`src/rtl/core/irc_lp_pkg.sv`:
```
// Shared constants, byte codes and the line summary type of the IRC line parser.
package irc_lp_pkg;

	localparam int LINE_BYTES_DEF = 512;
	localparam int MAX_PARAMS_DEF = 15;

	localparam logic [7:0] CH_NUL   = 8'h00;
	localparam logic [7:0] CH_LF    = 8'h0A;
	localparam logic [7:0] CH_CR    = 8'h0D;
	localparam logic [7:0] CH_SPACE = 8'h20;
	localparam logic [7:0] CH_COLON = 8'h3A;
	localparam logic [7:0] CH_DIG0  = 8'h30;
	localparam logic [7:0] CH_DIG9  = 8'h39;
	localparam logic [7:0] CH_UP_A  = 8'h41;
	localparam logic [7:0] CH_UP_Z  = 8'h5A;
	localparam logic [7:0] CH_LO_A  = 8'h61;
	localparam logic [7:0] CH_LO_Z  = 8'h7A;

	localparam logic [1:0] ST_OK       = 2'd0;
	localparam logic [1:0] ST_BAD_CMD  = 2'd1;
	localparam logic [1:0] ST_NUL      = 2'd2;
	localparam logic [1:0] ST_OVERFLOW = 2'd3;

	localparam logic [2:0] KIND_NUMERIC = 3'd0;
	localparam logic [2:0] KIND_JOIN    = 3'd1;
	localparam logic [2:0] KIND_MODE    = 3'd2;
	localparam logic [2:0] KIND_NOTICE  = 3'd3;
	localparam logic [2:0] KIND_PRIVMSG = 3'd4;
	localparam logic [2:0] KIND_PING    = 3'd5;
	localparam logic [2:0] KIND_OTHER   = 3'd6;

	// Command names packed right-aligned, first letter in the highest used byte.
	localparam logic [55:0] NAME_JOIN    = 56'h0000_0000_4A4F_494E;
	localparam logic [55:0] NAME_MODE    = 56'h0000_0000_4D4F_4445;
	localparam logic [55:0] NAME_NOTICE  = 56'h0000_4E4F_5449_4345;
	localparam logic [55:0] NAME_PRIVMSG = 56'h0050_5249_564D_5347;
	localparam logic [55:0] NAME_PING    = 56'h0000_0000_5049_4E47;
	localparam logic [3:0]  LEN_JOIN     = 4'd4;
	localparam logic [3:0]  LEN_MODE     = 4'd4;
	localparam logic [3:0]  LEN_NOTICE   = 4'd6;
	localparam logic [3:0]  LEN_PRIVMSG  = 4'd7;
	localparam logic [3:0]  LEN_PING     = 4'd4;

	localparam int DATA_BYTES = 7;

	typedef struct packed {
		logic [8:0] line_length;
		logic [8:0] trailing_offset;
		logic       has_trailing;
		logic       params_saturated;
		logic [3:0] param_count;
		logic [9:0] numeric_code;
		logic [2:0] command_kind;
		logic [8:0] prefix_length;
		logic       has_prefix;
		logic [1:0] status;
	} summary_t;

endpackage

```
`src/rtl/core/irc_lp_parser.sv`:
```
// Per-byte line parse state and the summary produced at each line end or fatal event.
module irc_lp_parser #(
	parameter int LINE_BYTES = irc_lp_pkg::LINE_BYTES_DEF,
	parameter int MAX_PARAMS = irc_lp_pkg::MAX_PARAMS_DEF
) (
	input  logic                  clk,
	input  logic                  arst_n,
	input  logic                  step,
	input  logic [7:0]            data_byte,
	output logic                  res_valid,
	output irc_lp_pkg::summary_t  res
);

	localparam int LCW = $clog2(LINE_BYTES + 1);
	localparam int PTW = $clog2(MAX_PARAMS + 2);
	localparam logic [PTW-1:0] PT_CAP = PTW'(MAX_PARAMS + 1);
	localparam logic [PTW-1:0] PT_MAX = PTW'(MAX_PARAMS);
	localparam logic [LCW:0]   LB_LIM = (LCW + 1)'(LINE_BYTES);

	typedef enum logic [2:0] {
		PH_CMD_START,
		PH_PREFIX,
		PH_DIGITS,
		PH_ALPHA,
		PH_GAP,
		PH_PARAM,
		PH_TRAILING,
		PH_BAD
	} phase_t;

	typedef struct packed {
		phase_t          phase;
		logic [LCW-1:0]  line_count;
		logic            prefix_flag;
		logic [LCW-1:0]  prefix_bytes;
		logic [55:0]     cmd_text;
		logic [3:0]      cmd_len;
		logic [9:0]      num_val;
		logic [PTW-1:0]  param_total;
		logic            trail_flag;
		logic [LCW-1:0]  trail_start;
	} line_state_t;

	localparam line_state_t LINE_CLEAR = '{
		phase: PH_CMD_START, line_count: '0, prefix_flag: 1'b0, prefix_bytes: '0,
		cmd_text: '0, cmd_len: '0, num_val: '0, param_total: '0,
		trail_flag: 1'b0, trail_start: '0
	};

	function automatic logic is_digit(input logic [7:0] c);
		return c >= irc_lp_pkg::CH_DIG0 && c <= irc_lp_pkg::CH_DIG9;
	endfunction

	function automatic logic is_alpha(input logic [7:0] c);
		return (c >= irc_lp_pkg::CH_UP_A && c <= irc_lp_pkg::CH_UP_Z) ||
			(c >= irc_lp_pkg::CH_LO_A && c <= irc_lp_pkg::CH_LO_Z);
	endfunction

	function automatic line_state_t absorb(input line_state_t s, input logic [7:0] c);
		line_state_t n;
		n = s;
		case (s.phase)
			PH_CMD_START: begin
				if (s.line_count == '0 && c == irc_lp_pkg::CH_COLON) begin
					n.prefix_flag = 1'b1;
					n.phase = PH_PREFIX;
				end else if (s.prefix_flag && c == irc_lp_pkg::CH_SPACE) begin
					n.phase = PH_CMD_START;
				end else if (is_digit(c)) begin
					n.num_val = 10'(c[3:0]);
					n.cmd_len = 4'd1;
					n.phase = PH_DIGITS;
				end else if (is_alpha(c)) begin
					n.cmd_text = 56'(c);
					n.cmd_len = 4'd1;
					n.phase = PH_ALPHA;
				end else begin
					n.phase = PH_BAD;
				end
			end
			PH_PREFIX: begin
				if (c == irc_lp_pkg::CH_SPACE) begin
					n.phase = PH_CMD_START;
				end else begin
					n.prefix_bytes = s.prefix_bytes + 1'b1;
				end
			end
			PH_DIGITS: begin
				if (s.cmd_len < 4'd3) begin
					if (is_digit(c)) begin
						n.num_val = 10'(14'(s.num_val) * 14'd10 + 14'(c[3:0]));
						n.cmd_len = s.cmd_len + 4'd1;
					end else begin
						n.phase = PH_BAD;
					end
				end else begin
					n.phase = (c == irc_lp_pkg::CH_SPACE) ? PH_GAP : PH_BAD;
				end
			end
			PH_ALPHA: begin
				if (is_alpha(c)) begin
					if (s.cmd_len < 4'd7) begin
						n.cmd_text = {s.cmd_text[47:0], c};
					end
					if (s.cmd_len < 4'd8) begin
						n.cmd_len = s.cmd_len + 4'd1;
					end
				end else begin
					n.phase = (c == irc_lp_pkg::CH_SPACE) ? PH_GAP : PH_BAD;
				end
			end
			PH_GAP: begin
				if (c != irc_lp_pkg::CH_SPACE) begin
					if (s.param_total < PT_CAP) begin
						n.param_total = s.param_total + 1'b1;
					end
					if (c == irc_lp_pkg::CH_COLON) begin
						n.trail_flag = 1'b1;
						n.trail_start = s.line_count + 1'b1;
						n.phase = PH_TRAILING;
					end else begin
						n.phase = PH_PARAM;
					end
				end
			end
			PH_PARAM: begin
				if (c == irc_lp_pkg::CH_SPACE) begin
					n.phase = PH_GAP;
				end
			end
			default: begin
				n.phase = s.phase;
			end
		endcase
		n.line_count = s.line_count + 1'b1;
		return n;
	endfunction

	function automatic logic name_is(input line_state_t s, input logic [55:0] name,
			input logic [3:0] len);
		return s.cmd_len == len && s.cmd_text == name;
	endfunction

	line_state_t st_q;
	logic        halted_q;
	logic        pending_cr_q;

	line_state_t st_cr;
	line_state_t st_byte;
	line_state_t st_next;
	logic        pending_next;
	logic        halt_next;
	logic        line_ok;
	logic [2:0]  kind;
	irc_lp_pkg::summary_t fatal_res;
	irc_lp_pkg::summary_t line_res;

	always_comb begin
		line_ok = st_q.phase == PH_ALPHA || st_q.phase == PH_GAP ||
			st_q.phase == PH_PARAM || st_q.phase == PH_TRAILING ||
			(st_q.phase == PH_DIGITS && st_q.cmd_len == 4'd3);

		if (st_q.phase == PH_DIGITS || (st_q.num_val != '0 && st_q.cmd_text == '0) ||
				(st_q.cmd_text == '0 && st_q.cmd_len == 4'd3)) begin
			kind = irc_lp_pkg::KIND_NUMERIC;
		end else if (name_is(st_q, irc_lp_pkg::NAME_JOIN, irc_lp_pkg::LEN_JOIN)) begin
			kind = irc_lp_pkg::KIND_JOIN;
		end else if (name_is(st_q, irc_lp_pkg::NAME_MODE, irc_lp_pkg::LEN_MODE)) begin
			kind = irc_lp_pkg::KIND_MODE;
		end else if (name_is(st_q, irc_lp_pkg::NAME_NOTICE, irc_lp_pkg::LEN_NOTICE)) begin
			kind = irc_lp_pkg::KIND_NOTICE;
		end else if (name_is(st_q, irc_lp_pkg::NAME_PRIVMSG, irc_lp_pkg::LEN_PRIVMSG)) begin
			kind = irc_lp_pkg::KIND_PRIVMSG;
		end else if (name_is(st_q, irc_lp_pkg::NAME_PING, irc_lp_pkg::LEN_PING)) begin
			kind = irc_lp_pkg::KIND_PING;
		end else begin
			kind = irc_lp_pkg::KIND_OTHER;
		end

		line_res = '0;
		line_res.status = irc_lp_pkg::ST_OK;
		line_res.has_prefix = st_q.prefix_flag;
		line_res.prefix_length = 9'(st_q.prefix_bytes);
		line_res.command_kind = kind;
		line_res.numeric_code = (kind == irc_lp_pkg::KIND_NUMERIC) ? st_q.num_val : 10'd0;
		line_res.param_count = (st_q.param_total > PT_MAX) ? 4'(PT_MAX) : 4'(st_q.param_total);
		line_res.params_saturated = st_q.param_total > PT_MAX;
		line_res.has_trailing = st_q.trail_flag;
		line_res.trailing_offset = 9'(st_q.trail_start);
		line_res.line_length = 9'(st_q.line_count);

		st_cr = pending_cr_q ? absorb(st_q, irc_lp_pkg::CH_CR) : st_q;
		st_byte = absorb(st_cr, data_byte);

		st_next = st_q;
		pending_next = pending_cr_q;
		halt_next = 1'b0;
		res_valid = 1'b0;
		fatal_res = '0;
		fatal_res.line_length = 9'(st_q.line_count);
		res = line_res;

		if (data_byte == irc_lp_pkg::CH_NUL) begin
			halt_next = 1'b1;
			res_valid = 1'b1;
			fatal_res.status = irc_lp_pkg::ST_NUL;
			res = fatal_res;
		end else if (pending_cr_q && data_byte == irc_lp_pkg::CH_LF) begin
			pending_next = 1'b0;
			res_valid = 1'b1;
			if (line_ok) begin
				st_next = LINE_CLEAR;
			end else begin
				halt_next = 1'b1;
				fatal_res.status = irc_lp_pkg::ST_BAD_CMD;
				res = fatal_res;
			end
		end else begin
			if (data_byte == irc_lp_pkg::CH_CR) begin
				st_next = st_cr;
				pending_next = 1'b1;
			end else begin
				st_next = st_byte;
				pending_next = 1'b0;
			end
			if ((LCW + 1)'(st_next.line_count) + (LCW + 1)'(pending_next) >= LB_LIM) begin
				halt_next = 1'b1;
				res_valid = 1'b1;
				fatal_res.status = irc_lp_pkg::ST_OVERFLOW;
				fatal_res.line_length = 9'(st_next.line_count);
				res = fatal_res;
			end
		end

		if (halted_q) begin
			res_valid = 1'b0;
		end
	end

	always_ff @(posedge clk or negedge arst_n) begin
		if (!arst_n) begin
			st_q <= LINE_CLEAR;
			halted_q <= 1'b0;
			pending_cr_q <= 1'b0;
		end else if (step && !halted_q) begin
			st_q <= st_next;
			pending_cr_q <= pending_next;
			halted_q <= halt_next;
		end
	end

endmodule

```
`src/rtl/core/irc_line_parser.sv`:
```
// Top level of the IRC line parser: input register, parser and result register.
//
// The slave channel takes one received byte per item on s_axis_tdata. Lines end
// in CR LF; a CR that is not followed by LF counts as an ordinary byte. At each
// line end, and at each fatal event, one summary item leaves on the master
// channel; all other bytes give no item.
// A taken byte is registered in the input register, parsed from there once the result
// register is free, and its summary is registered in the result register for m_axis_tvalid.
// The parse state is updated once per byte, so one byte per cycle
// is accepted for as long as the receiver takes summaries.
// When the receiver stalls, the result register holds its summary and one more
// byte waits in the input register; s_axis_tready then drops.
// A NUL byte, a bad command or a line that fills the buffer gives a fatal
// status; the block then drops every byte and gives no item until reset.
// Reset clears the parse state, the halt flag and both registers' valid flags.
module irc_line_parser #(
	parameter int LINE_BYTES = irc_lp_pkg::LINE_BYTES_DEF,
	parameter int MAX_PARAMS = irc_lp_pkg::MAX_PARAMS_DEF
) (
	input  logic                                 clk,
	input  logic                                 arst_n,
	input  logic                                 s_axis_tvalid,
	output logic                                 s_axis_tready,
	input  logic [7:0]                           s_axis_tdata,  // data_byte
	output logic                                 m_axis_tvalid,
	input  logic                                 m_axis_tready,
	// status, has_prefix, prefix_length, command_kind, numeric_code, param_count,
	// params_saturated, has_trailing, trailing_offset, line_length, zero fill
	output logic [irc_lp_pkg::DATA_BYTES*8-1:0] m_axis_tdata
);

	localparam int SUM_W = $bits(irc_lp_pkg::summary_t);

	logic                 valid_s1;
	logic [7:0]           byte_s1;
	logic                 out_free;
	logic                 advance;
	logic                 res_valid;
	irc_lp_pkg::summary_t res;
	irc_lp_pkg::summary_t out_q;
	logic                 out_valid_q;

	assign out_free = !out_valid_q || m_axis_tready;
	assign advance = valid_s1 && out_free;
	assign s_axis_tready = !valid_s1 || out_free;

	always_ff @(posedge clk or negedge arst_n) begin
		if (!arst_n) begin
			valid_s1 <= 1'b0;
		end else if (s_axis_tvalid && s_axis_tready) begin
			valid_s1 <= 1'b1;
		end else if (advance) begin
			valid_s1 <= 1'b0;
		end
	end

	always_ff @(posedge clk) begin
		if (s_axis_tvalid && s_axis_tready) begin
			byte_s1 <= s_axis_tdata;
		end
	end

	irc_lp_parser #(
		.LINE_BYTES(LINE_BYTES),
		.MAX_PARAMS(MAX_PARAMS)
	) u_parser (
		.clk(clk),
		.arst_n(arst_n),
		.step(advance),
		.data_byte(byte_s1),
		.res_valid(res_valid),
		.res(res)
	);

	always_ff @(posedge clk or negedge arst_n) begin
		if (!arst_n) begin
			out_valid_q <= 1'b0;
		end else if (advance && res_valid) begin
			out_valid_q <= 1'b1;
		end else if (m_axis_tready) begin
			out_valid_q <= 1'b0;
		end
	end

	always_ff @(posedge clk) begin
		if (advance && res_valid) begin
			out_q <= res;
		end
	end

	assign m_axis_tvalid = out_valid_q;
	assign m_axis_tdata = {{(irc_lp_pkg::DATA_BYTES * 8 - SUM_W){1'b0}}, out_q};

endmodule
```
`config.mk`:
```
export PLATFORM = sky130hd
export DESIGN_NAME = irc_line_parser
export DESIGN_NICKNAME = d
export VERILOG_FILES = /design/src/rtl/core/irc_lp_pkg.sv /design/src/rtl/core/irc_lp_parser.sv /design/src/rtl/core/irc_line_parser.sv
export SDC_FILE = /design/constraint.sdc
export NUM_CORES = 1
export LEC_CHECK = 0
export ABC_CLOCK_PERIOD_IN_PS = 6800
export BUFFER_PORTS_ARGS = -buffer_cell sky130_fd_sc_hd__buf_2
export CAP_MARGIN = 20
export CORE_ASPECT_RATIO = 1.1
export CORE_MARGIN = 4
export CORE_UTILIZATION = 35
export CTS_BUF_LIST = sky130_fd_sc_hd__clkbuf_8
export DETAILED_ROUTE_END_ITERATION = 8
export PLACE_DENSITY_LB_ADDON = 0.05
export SLEW_MARGIN = 20
export SYNTH_ARGS = -nofsm -noshare
export SYNTH_HDL_FRONTEND = slang
export SYNTH_SLANG_ARGS = --single-unit
```
`constraint.sdc`:
```
create_clock -name clk -period 6.8 [get_ports clk]
set_input_delay 0.68 -clock clk [delete_from_list [all_inputs] [get_ports clk]]
set_output_delay 0.68 -clock clk [all_outputs]
set_load 0.1 [all_outputs]
```
==> implementation parameters, run 1 <==
Parameter                              Value

Status
  Result of the run    completed

Routing
  Average wire per standard cell    about 18 µm
  Wire length on met3    roughly 750 µm
  Routed metal-1 wire length    11700 µm
  Count of nets left with antenna violations after detail routing    0
  First-iteration detailed-routing DRC count    ~640
  Via/cell ratio    5.204
  Number of optimization iterations in the first detailed-route pass    5
  Detailed route wirelength on metal2    12070 µm
  Final routed wirelength across all metal layers    24930 µm
  Detailed-route via count    approximately 7300
  Highest metal layer with signal wires    met4
  Total DRC errors in the routed layout    0

Die
  Top-level port count    70
  Floorplan die height    between 150 and 200 µm
  Starting density of the core    about 35%
  Core area    26880 µm²
  Die area    between 20000 and 30000 µm²
  # rows    63
  Die width    ~170 µm

Worst setup path
  Worst setup path category    flip-flop to flip-flop
  Critical path launch point type    flip-flop
  Top fanout value on the critical path    ~50
  Largest incremental delay on the critical path    1.02 ns
  CP required    approximately 6.9 ns
  Crit path arrival time    5.00 ns
  Endpoint class of the critical path    flip-flop
  Sequence of cells on the critical path    mux2_2 -> ha_1 -> nand3_1 -> a21oi_1 -> nor3_1 -> and4b_1 -> nor3_1 -> o31ai_2 -> nand2_1 -> a21oi_4 -> buf_4
  Buf/Inv on CP    1
  Critical path's top delay family    simple AND/OR/NAND/NOR gates
  CP most frequent cell    nor3_1
  Slowest stage cell, crit path    dfrtp_1

Timing
  Setup repair after global routing missed its margin    false
  Worst relative slew slack    28.50%
  Worst Skew    about 0.014 ns
  Maximum frequency from static timing analysis    slightly above 200 MHz
  Pins over their slew limit    0
  Post-route worst setup slack    between 1.5 and 2 ns
  Final setup vio count    0
  Crit share post-route    between 70% and 80%
  Number of hold-slack violations in the final timing report    0
  Shortest period the worst path allows    about 4.9 ns
  Worst slew pin tran    ~1.1 ns
  Summed negative setup slack over all endpoints    0 ns

Power
  Worst-case vdd ir drop    approximately 0.12 mV
  Part of the power in registers    a little under half
  Total power consumption of the routed design    2773 µW
  Part of the power in the clock network    27.4%
  Int Pwr    1792 µW
  Part of the power in combinational logic    approximately a quarter
  Power per cell area    265.3 nW/µm²
  Switching Power    about 980 µW
  Leakage power    ~0.0042 µW
  Sw Ratio    ~35%

GRT
  Vias in the first global route    about 7200
  Global-route wire length before repair    ~41000 µm
  Number of antenna violations at the first check in global routing    0
  Congestion Overflow GR    0
  Pin count of the biggest net entering global routing    62
  Total routing resource utilization after global routing    between 15 and 20%

Clock tree
  Clk sinks    169
  TritonCTS clock tree    done
  Root cell of the clock tree    clkbuf_8
  Worst-case clock buffer depth    2
  CTS clock-pin slew for the worst setup and hold paths    0.10 ns
  Hold_buf cts    0
  H-tree depth    4
  Resized Gates After CTS    0
  Clock Latency Late Sink    about 0.46 ns
  Total clock buffers created by CTS    17
  Setup bufs post-CTS    0

Layout
  Area added between synthesis and finish    9.896%
  ANT cells    0
  Most frequent cells in the layout    nand2_1, dfrtp_1, o21ai_0
  Leading cell type in the layout, fill and taps excluded    nand2_1
  Fraction of layout instances using a drive strength above 1    about an eighth
  Net count of the finished layout    around 1100

Synth
  Predominant post-synthesis flop cell    dfrtp_1
  Number of synthesized flops with an enable pin    57
  Syn Area/Cell    around 9.4 µm²
  Netlist area before placement    roughly 9500 µm²
  Warning count from the yosys run    0
  Count of state elements after synthesis    169
  Number of distinct standard cells referenced by the synthesized netlist    76
  Sequential area share after synthesis    between 40% and 50%
  Post-synthesis cell count    between 1000 and 1500
  Async set or reset register ratio after synthesis    66.27%

Worst hold path
  Min-delay worst type    input pin to async pin

Place
  Count of port buffers added during placement    62
  Weighted congestion at the end of routability-driven global placement    approximately 0.82
  Worst setup slack after placement    1.953 ns
  DP Wirelength    roughly 18000 µm

Flow run
  Max-cap check violation count    0
## cell type report
cell class	instances	area (µm²)
clock buffers	18	247.7
fillers	2736	16430
well taps	357	446.7
inverters	21	78.83
multi-input cells	758	4632
flip-flops and latches	169	4514
repair buffers	70	372.9
clock inverters	14	156.4
## sequential cells by signal (all words and copies together), names as in the netlist
register and flops:
u_parser.pending_cr_q 1, valid_s1 1, m_axis_tvalid 1, u_parser.st_q 79, u_parser.halted_q 1, u_parser.line_res 29
byte_s1 8, m_axis_tdata 49
## cell families (layout without fill, tap and decap cells)
family | after synthesis | after routing | share of synthesized area (%)
simple gates | 441 | 441 | 23.31
compound gates | 218 | 218 | 14.57
flops | 169 | 169 | 47.48
buf+inv | 90 | 123 | 4.303
xor+xnor | 47 | 47 | 4.330
fa+ha+maj | 29 | 29 | 3.948
mux | 16 | 16 | 2.027
other cells | 1 | 7 | 0.03944
## synth_stat cells (4+ instances only)
cell	n	area [µm²]
nand2_1	195	732.0
dfrtp_1	112	2803
o21ai_0	109	545.5
edfxtp_1	57	1712
nor2_1	52	195.2
clkbuf_1	42	157.7
and2_1	29	181.4
xnor2_1	27	236.5
ha_1	26	325.3
a21oi_1	23	115.1
nand3_1	22	110.1
inv_1	20	75.07
nand4_1	20	125.1
nor3_1	20	100.1
xor2_1	20	175.2
nor4_1	18	112.6
and3_1	11	68.82
o31ai_1	11	82.58
buf_4	10	75.07
and3b_1	9	78.83
buf_2	9	45.04
or3_1	9	56.30
or4_1	9	67.56
nor2b_1	8	50.05
a22o_1	7	61.31
a31oi_1	7	43.79
nand2b_1	7	43.79
mux2_2	6	67.56
o21bai_1	6	45.04
and4_1	5	43.79
buf_1	5	18.77
mux2_4	5	75.07
mux2i_1	5	50.05
nor3b_1	5	37.54
nor4bb_1	5	50.05
o21a_1	5	37.54
a211oi_1	4	30.03
a21o_1	4	30.03
nand4b_1	4	35.03
o211ai_1	4	30.03
o21ai_1	4	20.02
o22ai_1	4	25.02
## through the flow
step	cell area, µm²	hold slack, ns	std cells	utilization (%)
after floorplan	9530	0.3844	1017	-
after CTS	10450	0.2765	1407	38.87
after global routing	10450	0.3033	1407	38.87
final	10450	0.2628	1407	38.87
after detailed placement	10040	0.4651	1375	37.37
after global placement	10040	0.4533	1375	37.37
## power groups by stage
| stage | combinational (µW) | sequential [µW] | clock (µW) |
|---|---|---|---|
| CTS | 715 | 1300 | 786 |
| finish | 709 | 1300 | 761 |
| global placement | 711 | 1330 | 0 |
| detailed placement | 713 | 1320 | 0 |
| global route | 800 | 1320 | 830 |
| floorplan | 608 | 1220 | 0 |
## path summary, 6_finish.rpt
path / from / endpoint / slack [ns] / cells after the start
max in group asynchronous: arst_n / u_parser.st_q[28] / 5.23 / 2
max: u_parser.pending_cr_q / m_axis_tdata[12] / 1.90 / 11
min in group clk: s_axis_tdata[5] / byte_s1[5] / 0.40 / 1
min reg2reg: u_parser.st_q[78] / u_parser.st_q[78] / 0.48 / 2
max reg2reg: u_parser.pending_cr_q / m_axis_tdata[12] / 1.90 / 11
min: arst_n / u_parser.line_res[46] / 0.26 / 1
## routing by layer
| metal | track usage (%) | vias up |
|---|---|---|
| li1 | - | 3664 |
| met1 | 23.39 | 3514 |
| met2 | 28.01 | 119 |
| met3 | 2.601 | 25 |
| met4 | 4.626 | 0 |
| met5 | 0 | - |
(Power assumes the default switching activity.)
==> inputs of run 2 (changes only) <==
- ABC_CLOCK_PERIOD_IN_PS: 6800 -> 5000
- clock period: 6.8 -> 5 ns (I/O delays scaled with it)
==> run 2 against run 1 <==
Compared with the run above: critical endpoint is now m_axis_tdata[46]; largest power group unchanged; fmax up 15%; global-route usage up 0.38 points; worst hold slack worse by 0.033 ns; critical path depth down 2.
==> implementation parameters, run 2 (synthesized netlist as in run 1, its figures left out) <==
Parameter                              Value

Status
  Result of the run    completed

Clock tree
  CTS clock-pin slew for the worst setup and hold paths    0.10 ns
  Clock Latency Late Sink    0.46 ns
  Resized Gates After CTS    0
  Worst-case clock buffer depth    2
  Total clock buffers created by CTS    17
  Root cell of the clock tree    clkbuf_8
  Clk sinks    169
  TritonCTS clock tree    done
  Setup bufs post-CTS    0
  H-tree depth    4

Routing
  Detailed-route via count    7322
  Number of optimization iterations in the first detailed-route pass    5
  Count of nets left with antenna violations after detail routing    0
  Average wire per standard cell    roughly 18 µm
  Total DRC errors in the routed layout    0
  First-iteration detailed-routing DRC count    approximately 480
  Final routed wirelength across all metal layers    between 20000 and 30000 µm
  Via/cell ratio    a little over 5

Worst setup path
  Slack of the worst reg-to-reg path    about 0.76 ns
  Cell count of the worst reg-to-reg path    9
  Critical path launch point type    flip-flop
  Worst setup path category    flip-flop to flip-flop
  Crit path arrival time    4.46 ns
  CP required    around 5.2 ns
  Top fanout value on the critical path    13
  Endpoint class of the critical path    flip-flop

Die
  Core area    26880 µm²
  Starting density of the core    between 30% and 40%
  Die width    ~170 µm
  Floorplan die height    about 180 µm
  # rows    63
  Die area    29870 µm²
  Top-level port count    70

Power
  Worst-case vdd ir drop    around 0.22 mV
  Power per cell area    ~360 nW/µm²
  Total power consumption of the routed design    3774 µW
  Leakage power    approximately 0.0043 µW

Timing
  Crit share post-route    between 80% and 90%
  Worst slew pin tran    1.017 ns
  Pins over their slew limit    0
  Worst relative slew slack    between 30% and 40%
  Summed negative setup slack over all endpoints    0 ns
  Worst Skew    roughly 0.02 ns
  Number of hold-slack violations in the final timing report    0
  Shortest period the worst path allows    around 4.2 ns
  Final setup vio count    0
  Setup repair after global routing missed its margin    false
  Maximum frequency from static timing analysis    between 200 and 250 MHz

GRT
  Total routing resource utilization after global routing    between 15 and 20%
  Congestion Overflow GR    0
  Global-route wire length before repair    between 40000 and 50000 µm
  Pin count of the biggest net entering global routing    50
  Vias in the first global route    around 7200
  Number of antenna violations at the first check in global routing    0

Place
  Weighted congestion at the end of routability-driven global placement    ~0.87
  Count of port buffers added during placement    62
  DP Wirelength    between 15000 and 20000 µm

Layout
  Number of flip-flops under the largest register name    79
  ANT cells    0
  Net count of the finished layout    approximately 1100
  Area added between synthesis and finish    10.50%
  Register with the highest flop count    u_parser.st_q
  Leading cell type in the layout, fill and taps excluded    nand2_1
  Fraction of layout instances using a drive strength above 1    between 10 and 15%
  Most frequent cells in the layout    nand2_1, dfrtp_1, o21ai_0

Worst hold path
  Worst hold path depth    1
  Min-delay worst type    input pin to flip-flop

Flow run
  Max-cap check violation count    0
==> run 2: changes by cell type in the layout (fill, tap and decap cells not counted), sizes merged <==
cell and change:
dlygate4sd3 +1, clkinv +5, buf +6, clkbuf -1, inv -4
==> run 2: stage by stage <==
stage	hold WS (ns)	worst slack [ns]	instance area, µm²	utilization, %	instances
4_1_cts	0.1964	0.8041	10510	39.09	1414
5_1_grt	0.1855	0.4982	10510	39.09	1414
3_5_place_dp	0.4616	0.8207	10100	37.58	1381
6_report	0.2297	0.7571	10510	39.09	1414
2_1_floorplan	0.2044	0.1290	9534	-	1017
3_3_place_gp	0.4535	0.8414	10100	37.58	1381
==> run 2: cell type report <==
type	instances	area, µm²
repair buffers	77	440.4
multi-input cells	758	4632
well taps	357	446.7
clock inverters	15	160.2
fillers	2766	16370
flip-flops and latches	169	4514
inverters	21	78.83
clock buffers	17	234.0
==> run 2: report_power, final <==
group | leakage (µW) | switching, µW | total, µW | internal (µW)
Clock | 0.000205 | 536 | 1020 | 488
Combinational | 0.00199 | 581 | 975 | 394
Sequential | 0.00207 | 231 | 1780 | 1540
==> run 2: worst max-delay path, stage by stage, from the launching register on <==
cell,delay [ns]
dfrtp_1,0.59
ha_1,0.45
xnor2_1,0.14
o32ai_1,0.51
xor2_1,0.18
o32a_1,0.37
a211o_1,0.34
o31ai_2,0.51
and3_1,0.57
mux2_4,0.34
==> run 2: what timing repair did <==
action,CTS,global route
endpoints found under the hold margin,30,0
endpoints found under the setup margin,0,0
hold buffers,1,0
==> run 2: path summary, 6_finish.rpt <==
| path | endpoint | from |
|---|---|---|
| setup / recovery | m_axis_tdata[46] | u_parser.line_res[40] |
| hold / removal | byte_s1[7] | s_axis_tdata[7] |
| setup reg to reg | m_axis_tdata[46] | u_parser.line_res[40] |
| hold reg to reg | u_parser.st_q[78] | u_parser.st_q[78] |
| max in group asynchronous | u_parser.st_q[32] | arst_n |
| min in group asynchronous | u_parser.line_res[46] | arst_n |
==> run 2: routing by layer <==
metal	track usage, %	vias up	part of all wire [%]
met5	0	-	0
met1	24.62	3528	48
met2	28.38	115	48
li1	-	3668	-
met3	2.715	11	2.8
met4	3.527	0	0.74
==> inputs of run 3 (changes only) <==
- ABC_CLOCK_PERIOD_IN_PS: 5000 -> 4100
- clock period: 5 -> 4.1 ns (I/O delays scaled with it)
==> run 3 against run 2 <==
Compared with the run above: final cell count rose by 0.92%; power rose by 23%; sequential cell count did not move; cell area rose by 1.6%; global-route usage fell by 0.39 points; fmax rose by 10%; critical path depth did not move; utilization rose by 0.63 points; register-to-register slack got worse by 0.51 ns; sequential share of layout area fell by 0.68 points; setup slack got worse by 0.51 ns; count of clock-buffer cells in the layout rose by 1.
==> implementation parameters, run 3 (synthesized netlist as in run 1, its figures left out) <==
Parameter                              Value

GRT
  Total routing resource utilization after global routing    between 15 and 20%
  Congestion Overflow GR    0
  Global-route wire length before repair    40520 µm
  Vias in the first global route    just over 7000
  Number of antenna violations at the first check in global routing    0
  Pin count of the biggest net entering global routing    109

Layout
  Leading cell type in the layout, fill and taps excluded    nand2_1
  Fraction of layout instances using a drive strength above 1    between 10% and 20%
  Net count of the finished layout    1097
  Area added between synthesis and finish    12.28%
  Register area    ~4500 µm²
  Fill cell total of the finished layout    roughly 2700
  Footprint of the multi-input gates    4651 µm²
  ANT cells    0
  Number of flip-flops under the largest register name    79
  Register with the highest flop count    u_parser.st_q
  Most frequent cells in the layout    nand2_1, dfrtp_1, o21ai_0
  Cell area after layout    around 11000 µm²

Clock tree
  Total clock buffers created by CTS    17
  Resized Gates After CTS    0
  Setup bufs post-CTS    0
  Worst-case clock buffer depth    2
  Clock Latency Late Sink    0.47 ns
  CTS clock-pin slew for the worst setup and hold paths    0.11 ns
  H-tree depth    4
  Root cell of the clock tree    clkbuf_8
  TritonCTS clock tree    done
  Clk sinks    about 170

Timing
  Setup repair after global routing missed its margin    false
  Shortest period the worst path allows    between 3 and 4 ns
  Final setup vio count    0
  Crit share post-route    approximately 94%
  Worst slew pin tran    between 0.9 and 1 ns
  Number of hold-slack violations in the final timing report    0
  Worst Skew    around 0.023 ns
  Summed negative setup slack over all endpoints    0 ns
  Worst relative slew slack    between 30% and 40%
  Maximum frequency from static timing analysis    between 200 and 300 MHz
  Post-route worst setup slack    between 0.2 and 0.25 ns
  Pins over their slew limit    0

Power
  Leakage power    between 0.004 and 0.005 µW
  Worst-case vdd ir drop    around 0.21 mV
  Power per cell area    between 400 and 500 nW/µm²
  Total power consumption of the routed design    between 4000 and 5000 µW

Die
  Starting density of the core    35.37%
  Top-level port count    70
  Floorplan die height    180.9 µm
  Die area    ~30000 µm²
  Die width    165.2 µm
  Core area    roughly 27000 µm²
  # rows    between 60 and 70

Worst setup path
  Reg-to-reg startpoint    u_parser.line_res[40]
  Top fanout value on the critical path    8
  Worst setup path category    flip-flop to flip-flop
  Crit. Startpoint    u_parser.line_res[40]
  Endpoint of the most critical setup path    m_axis_tdata[42]
  Cell count of the worst reg-to-reg path    9
  Crit path arrival time    slightly above 4 ns
  CP required    4.32 ns
  Endpoint class of the critical path    flip-flop
  Slack of the worst reg-to-reg path    about 0.25 ns
  End of the worst register-to-register path    m_axis_tdata[42]
  Critical path launch point type    flip-flop

Routing
  Number of optimization iterations in the first detailed-route pass    7
  Detailed-route via count    around 7300
  Average wire per standard cell    about 17 µm
  Count of nets left with antenna violations after detail routing    0
  First-iteration detailed-routing DRC count    391
  Total DRC errors in the routed layout    0
  Final routed wirelength across all metal layers    24910 µm
  Via/cell ratio    between 5 and 6

Place
  DP Wirelength    roughly 18000 µm
  Worst setup slack after placement    0.2766 ns
  Post-DP Area    roughly 10000 µm²
  Count of port buffers added during placement    slightly above 60
  Weighted congestion at the end of routability-driven global placement    between 0.8 and 0.9

Flow run
  Max-cap check violation count    0

Status
  Result of the run    completed

Worst hold path
  Min-delay worst type    input pin to flip-flop
==> run 3: cell count changes in the layout (fill, tap and decap cells not counted), sizes merged <==
cell / change
buf: +13
bufinv: -1
clkbuf: +1
clkinv: -3
clkinvlp: -2
inv: +5
==> run 3: worst min path at each step <==
stage,startpoint,endpoint,slack (ns),depth (start not counted)
floorplan,arst_n,m_axis_tvalid,0.11,0
global placement,u_parser.line_res[30],u_parser.line_res[30],0.45,2
detailed placement,u_parser.line_res[31],u_parser.line_res[31],0.46,2
CTS,s_axis_tdata[5],byte_s1[5],0.09,1
global route,s_axis_tdata[5],byte_s1[5],0.09,1
finish,s_axis_tdata[5],byte_s1[5],0.12,1
==> run 3: critical path, stage by stage (launching register included) <==
cell,delay [ns]
dfrtp_1,0.41
ha_1,0.34
xnor2_1,0.19
o32ai_1,0.51
xor2_1,0.18
o32a_1,0.36
a211o_1,0.35
a2111o_1,0.50
and3_1,0.40
mux2_4,0.36
==> run 3: power breakdown <==
part	internal [µW]	switching [µW]	total, µW
Clock	579	703	1280
Sequential	1880	251	2140
Combinational	497	722	1220
==> run 3: area by class of cell <==
type / instances / share of cell area [%]
tap: 357 / 4.184
multi-input combinational: 758 / 43.57
timing repair buffer: 90 / 5.391
sequential: 169 / 42.29
clock buffer: 18 / 2.321
inverter: 21 / 0.7384
clock inverter: 14 / 1.512
==> run 3: layer usage <==
layer | routed length (µm) | global-route usage, %
met5 | 0 | 0
met4 | 287 | 4.326
met3 | 549 | 2.145
met2 | 12160 | 28.25
met1 | 11910 | 23.56
==> run 3: per-stage QoR <==
stage / instances / util [%] / hold WS (ns)
after floorplan: 1017 / - / 0.1144
final: 1427 / 39.72 / 0.1211
after detailed placement: 1394 / 38.16 / 0.4621
after CTS: 1427 / 39.72 / 0.09328
after global placement: 1394 / 38.16 / 0.4507
after global routing: 1427 / 39.72 / 0.08902
==> run 3: what timing repair did <==
item | CTS | global route
setup endpoints to repair | 0 | 0
hold endpoints to repair | 1 | 0
hold buffers | 1 | 0
